===== src/rtl/hgcl_pkg.sv =====
// Shared types, widths, register indexes and helpers for the hex grid cell locator.
// Used by every other file of the block but hgcl_stream_if; depends on nothing.
`default_nettype none
package hgcl_pkg;

	localparam int DimW  = 13;
	localparam int OffW  = 12;
	localparam int LocW  = 24;
	localparam int CellW = 16;
	localparam int OrgW  = 32;
	localparam int IdxW  = 3;

	// Divider geometry: the smallest divisor is 128, so a 23-bit magnitude gives 16 quotient bits.
	localparam int NumW  = LocW - 1;
	localparam int QuoW  = 16;
	localparam int DenW  = 21;
	localparam int NDiv  = QuoW;

	localparam logic [IdxW-1:0] REG_TILE_WIDTH   = 3'd0;
	localparam logic [IdxW-1:0] REG_TILE_HEIGHT  = 3'd1;
	localparam logic [IdxW-1:0] REG_SIDE_LENGTH  = 3'd2;
	localparam logic [IdxW-1:0] REG_STAGGER_AXIS = 3'd3;
	localparam logic [IdxW-1:0] REG_STAGGER_EVEN = 3'd4;

	localparam logic [DimW-1:0] TILE_WIDTH_RST  = 13'd64;
	localparam logic [DimW-1:0] TILE_HEIGHT_RST = 13'd56;
	localparam logic [DimW-1:0] SIDE_LENGTH_RST = 13'd32;
	localparam logic [DimW-1:0] TILE_MAX        = 13'd4096;

	typedef struct packed {
		logic                    func;
		logic signed [LocW-1:0]  loc_x;
		logic signed [LocW-1:0]  loc_y;
		logic signed [CellW-1:0] cell_x;
		logic signed [CellW-1:0] cell_y;
	} in_word_t;

	typedef struct packed {
		logic signed [CellW-1:0] found_x;
		logic signed [CellW-1:0] found_y;
		logic signed [OrgW-1:0]  origin_x;
		logic signed [OrgW-1:0]  origin_y;
		logic                    saturated;
	} out_word_t;

	typedef struct packed {
		logic                    func;
		logic                    neg_a;
		logic                    neg_b;
		logic signed [CellW-1:0] c_along;
		logic signed [CellW-1:0] c_across;
	} side_t;

	function automatic logic [DimW-1:0] eff_tile(input logic [DimW-1:0] raw);
		logic [DimW-1:0] r;
		if (raw == '0) begin
			r = 13'd1;
		end else if (raw > TILE_MAX) begin
			r = TILE_MAX;
		end else begin
			r = raw;
		end
		return r;
	endfunction

endpackage
`default_nettype wire


===== src/rtl/hgcl_div.sv =====
// Pipelined restoring divider: one quotient bit per register stage.
// Uses widths from hgcl_pkg; stage enables come from the top level's stall chain.
`default_nettype none
module hgcl_div (
	input  wire logic                       clk,
	input  wire logic [hgcl_pkg::NDiv-1:0]  en,
	input  wire logic [hgcl_pkg::NumW-1:0]  num,
	input  wire logic [hgcl_pkg::DenW-1:0]  den,
	output logic      [hgcl_pkg::QuoW-1:0]  quo,
	output logic      [hgcl_pkg::DenW-1:0]  rem
);
	localparam int NDiv = hgcl_pkg::NDiv;
	localparam int QuoW = hgcl_pkg::QuoW;
	localparam int DenW = hgcl_pkg::DenW;
	localparam int NumW = hgcl_pkg::NumW;

	logic [DenW-1:0] rem_sd [NDiv];
	logic [QuoW-1:0] qs_sd  [NDiv];

	for (genvar j = 0; j < NDiv; j++) begin : g_step
		logic [DenW-1:0] rem_in;
		logic [QuoW-1:0] qs_in;
		logic [DenW:0]   trial;
		logic            ge;
		if (j == 0) begin : g_first
			assign rem_in = DenW'(num[NumW-1:QuoW]);
			assign qs_in  = num[QuoW-1:0];
		end else begin : g_next
			assign rem_in = rem_sd[j-1];
			assign qs_in  = qs_sd[j-1];
		end
		assign trial = {rem_in, qs_in[QuoW-1]};
		assign ge    = trial >= {1'b0, den};
		always_ff @(posedge clk) begin
			if (en[j]) begin
				rem_sd[j] <= ge ? DenW'(trial - {1'b0, den}) : DenW'(trial);
				qs_sd[j]  <= {qs_in[QuoW-2:0], ge};
			end
		end
	end

	assign quo = qs_sd[NDiv-1];
	assign rem = rem_sd[NDiv-1];
endmodule
`default_nettype wire


===== config.mk =====
export PLATFORM = sky130hd
export DESIGN_NAME = hgcl_div
export DESIGN_NICKNAME = d
export VERILOG_FILES = /design/src/rtl/hgcl_pkg.sv /design/src/rtl/hgcl_div.sv
export SDC_FILE = /design/constraint.sdc
export NUM_CORES = 1
export LEC_CHECK = 0
export ABC_AREA = 1
export BUFFER_PORTS_ARGS = -buffer_cell sky130_fd_sc_hd__buf_2
export CAP_MARGIN = 0
export CORE_AREA = 2 2 359 361
export CTS_CLUSTER_SIZE = 30
export DETAILED_ROUTE_END_ITERATION = 7
export DIE_AREA = 0 0 361 363
export GPL_TIMING_DRIVEN = 0
export MAX_ROUTING_LAYER = met4
export SLEW_MARGIN = 5
export SYNTH_ARGS = -nofsm -noshare
export SYNTH_HDL_FRONTEND = slang
export SYNTH_SLANG_ARGS = --single-unit

===== constraint.sdc =====
create_clock -name clk -period 3.9 [get_ports clk]
set_clock_uncertainty 0.2 [all_clocks]
set_input_delay 0.585 -clock clk [delete_from_list [all_inputs] [get_ports clk]]
set_output_delay 0.585 -clock clk [all_outputs]
set_load 0.1 [all_outputs]

==> summary.md <==
| Metric | Value |
|---|---|
| Clock power share | 18.2% |
| Synth warn | 0 |
| Met1 Resource Use GR | 26.3% |
| Psw | 17900 µW |
| Wire per inst | ~17 µm |
| Relative slew margins | 30.4% |
| Leakage power | around 0.025 µW |
| Synth area leader | edfxtp_1 |
| Clock Latency Late Sink | 0.66 ns |
| DP HPWL | 103 mm |
| WP data arrival | ~3.4 ns |
| WHS | around 0.066 ns |
| DR pass1 iterations | 6 |
| First-pass GRT wire length | around 200 mm |
| Largest net degree at the start of global routing | 38 |
| Final WS setup | a little under 0.7 ns |
| Routing usage on met2 | approximately a third |
| Avg Cell Area, Syn | 7.37 µm² |
| Clock slew at reported path FFs | 0.07 ns |
| Worst Path Max Fanout | 16 |
| Placed cell areas | around 0.047 mm² |
| Inst Count DP | just under 8000 |
| Fin. max-slew vios | 0 |
| Final WL | 134 mm |
| P&R area growth vs syn | 12.7% |
| Clk sink count | 592 |
| Comb power frac | 53.4% |
| Hold/Removal Path Class | input port to flip-flop |
| Die X | about 360 µm |
| Ports | 98 |
| Filler instances | about 13000 |
| GP Congestion | 0.958 |
| Top post-synthesis cells by count | nand2_1 (2563), inv_1 (817), edfxtp_1 (592) |
| CTS tree | yes |
| Endpoint class of the critical path | flip-flop |
| Top-count cell post-synth | nand2_1 |
| Switching share of total power | between 40% and 50% |
| #FFs+latches synth | 592 |
| Non-filler cells, final | 7922 |
| Top cells by area, synth | edfxtp_1 (40%), nand2_1 (22%), ha_1 (9.1%) |
| Gr busiest metal | met2 |
| Worst slew pin tran | 1.04 ns |
| Int Pwr | 21000 µW |
| All-Layer GR Usage | between 20% and 30% |
| Seq pwr share | about 28% |
| Die height | roughly 360 µm |
| Total nets after synthesis | 6397 |
| Top_reg_cell synth | edfxtp_1 |
| Remaining antenna violation count | 0 |
| Tmin final | 3.22 ns |
| Port Buffers | 97 |
| Worst slack at placement | 0.0211 ns |
| Fmax | 0.311 GHz |
| 1st-iter DRT viols | 2939 |
| DRC viols | 0 |
| Outcome | finished clean |
| Final setup viols | 0 |
| # rows | 131 |
| Maximum vdd drop | 0.000398 V |
| FFs w/ async S/R, synth | 0% |
| Register area share after synthesis | 40.2% |
| DR vias/cell | 4.84 |
| Post-synth top area share | 40.2% |
| Fin area | 0.0498 mm² |
| Crit start category | input port |
| Initial antenna violation count | 3 |
| Clock root cell | clkbuf_16 |
| Fin crit share | between 80% and 90% |
| Num CTS Buffers | 73 |
| Mapped Area | 0.0442 mm² |
| Die ar. | approximately 0.13 mm² |
| Nets | 6602 |
| Critical Path RT | around 4.1 ns |
| Post-synthesis cell type count | 39 |
| Core footprint | 0.127 mm² |
| Initial Utilization | between 30% and 40% |
| GRT Residual Overflow | 0 |
| Crit path kind | input port to flip-flop |
| Post-Synthesis Cells | between 5000 and 6000 |
| Max Cap Viol | 0 |
| Power per cell area | 781 mW/mm² |
| Share of cells above drive strength 1 | under 10% |
| H-Tree Depth | 3 |
| Vias in the first global route | 35899 |
| EDFF count, synth | 592 |
| Grt met3 use | between 2 and 3% |
| Total number of vias | 38381 |
| Fin. Hold Viols | 0 |
| Clock Path Buffers | 3 |
| PostCTS Resize Cnt | 0 |
| Unrepaired setup endpoints after global routing | false |
[metrics by stage]
stage	util (%)	power [µW]	setup TNS [ns]
6_report	39.2	38900	0
5_1_grt	39.2	42200	0
4_1_cts	39.2	39000	0
3_5_place_dp	37.1	31700	0
3_3_place_gp	36.8	31500	-233.08
2_1_floorplan	-	26000	0
[registers in the layout, indices dropped and copies added, names as in the netlist]
signal  count
qs_sd     256
rem_sd    336
[repair_timing]
item | in CTS | in global routing
hold buffers | 15 | 0
buffers inserted | 0 | 0
endpoints found under the hold margin | 15 | 0
endpoints found under the setup margin | 0 | 0
[layout by cell type, fill, tap and decap left out, types with 12 or more instances in the layout]
master / Yosys / layout
inv_1: 817 / 797
o21bai_1: 31 / 31
nand4_1: 49 / 49
buf_4: 19 / 19
o21a_1: 14 / 14
a21oi_1: 216 / 216
xnor2_1: 23 / 23
and2_1: 24 / 24
clkinv_1: 1 / 12
nand3_1: 380 / 380
xor2_1: 111 / 111
or2_2: 16 / 16
o21ai_0: 39 / 39
inv_2: 29 / 49
dlygate4sd3_1: 0 / 15
clkbuf_16: 0 / 75
nor2_1: 437 / 437
ha_1: 323 / 323
buf_6: 41 / 41
fa_1: 16 / 16
buf_2: 3 / 100
nor3_2: 15 / 15
and3_1: 15 / 15
nor3_1: 53 / 53
nand3b_1: 75 / 75
buf_12: 0 / 16
nand2_2: 51 / 51
edfxtp_1: 592 / 592
nand2_1: 2563 / 2563
[layout make-up]
type | count | area [µm²] | area share, %
Clock inverter | 48 | 591 | 1.19
Clock buffer | 84 | 1910 | 3.84
Inverter | 848 | 3190 | 6.40
Timing Repair Buffer | 130 | 1010 | 2.03
Antenna cell | 1 | 2.50 | 0.00503
Tap cell | 1662 | 2080 | 4.18
Multi-Input combinational cell | 4494 | 22600 | 45.4
Sequential cell | 592 | 17800 | 35.7
Buffer | 63 | 619 | 1.24
[cells by family (layout without fill, tap and decap cells)]
kind of cell	after synthesis	in the layout	synth area share, %
AND/OR/NAND/NOR	3717	3717	34.9
buffers and inverters	911	1173	8.61
flip-flops	592	592	40.2
adder cells (fa/ha/maj)	339	339	9.87
AO/OA/AOI/OAI	304	304	3.71
XOR/XNOR	134	134	2.66
other	0	1	0
[path summary, 6_finish.rpt]
| check | from | endpoint | slack, ns | depth (start not counted) |
|---|---|---|---|---|
| hold / removal | num[20] | rem_sd[0][5] | 0.07 | 3 |
| hold reg to reg | qs_sd[0][100] | qs_sd[0][117] | 0.20 | 0 |
| setup reg to reg | qs_sd[0][95] | rem_sd[0][131] | 1.07 | 15 |
| setup / recovery | den[0] | rem_sd[0][50] | 0.68 | 15 |
[routing by layer]
layer | up-vias | part of all wire [%]
met1 | 17599 | 45
met2 | 930 | 48
li1 | 19645 | -
met4 | 0 | 2.9
met5 | - | 0
met3 | 207 | 4.7
[critical path, cell delays in order]
cell	delay, ns
buf_2	0.75
ha_1	0.36
inv_1	0.11
fa_1	0.43
nand2_1	0.11
nand2_1	0.08
nand3_1	0.07
nand2_1	0.09
nand2_1	0.13
nand2_1	0.08
nand2_1	0.08
nand2_2	0.11
buf_4	0.22
nand2_1	0.07
nand2_1	0.09
[power groups by stage]
stage	Clock (µW)	Sequential (µW)	Combinational, µW
4_1_cts	7290	11100	20600
3_3_place_gp	0	11200	20300
2_1_floorplan	0	11400	14600
3_5_place_dp	0	11200	20500
6_report	7090	11000	20800
5_1_grt	7530	11200	23500
(Power assumes the default switching activity.)
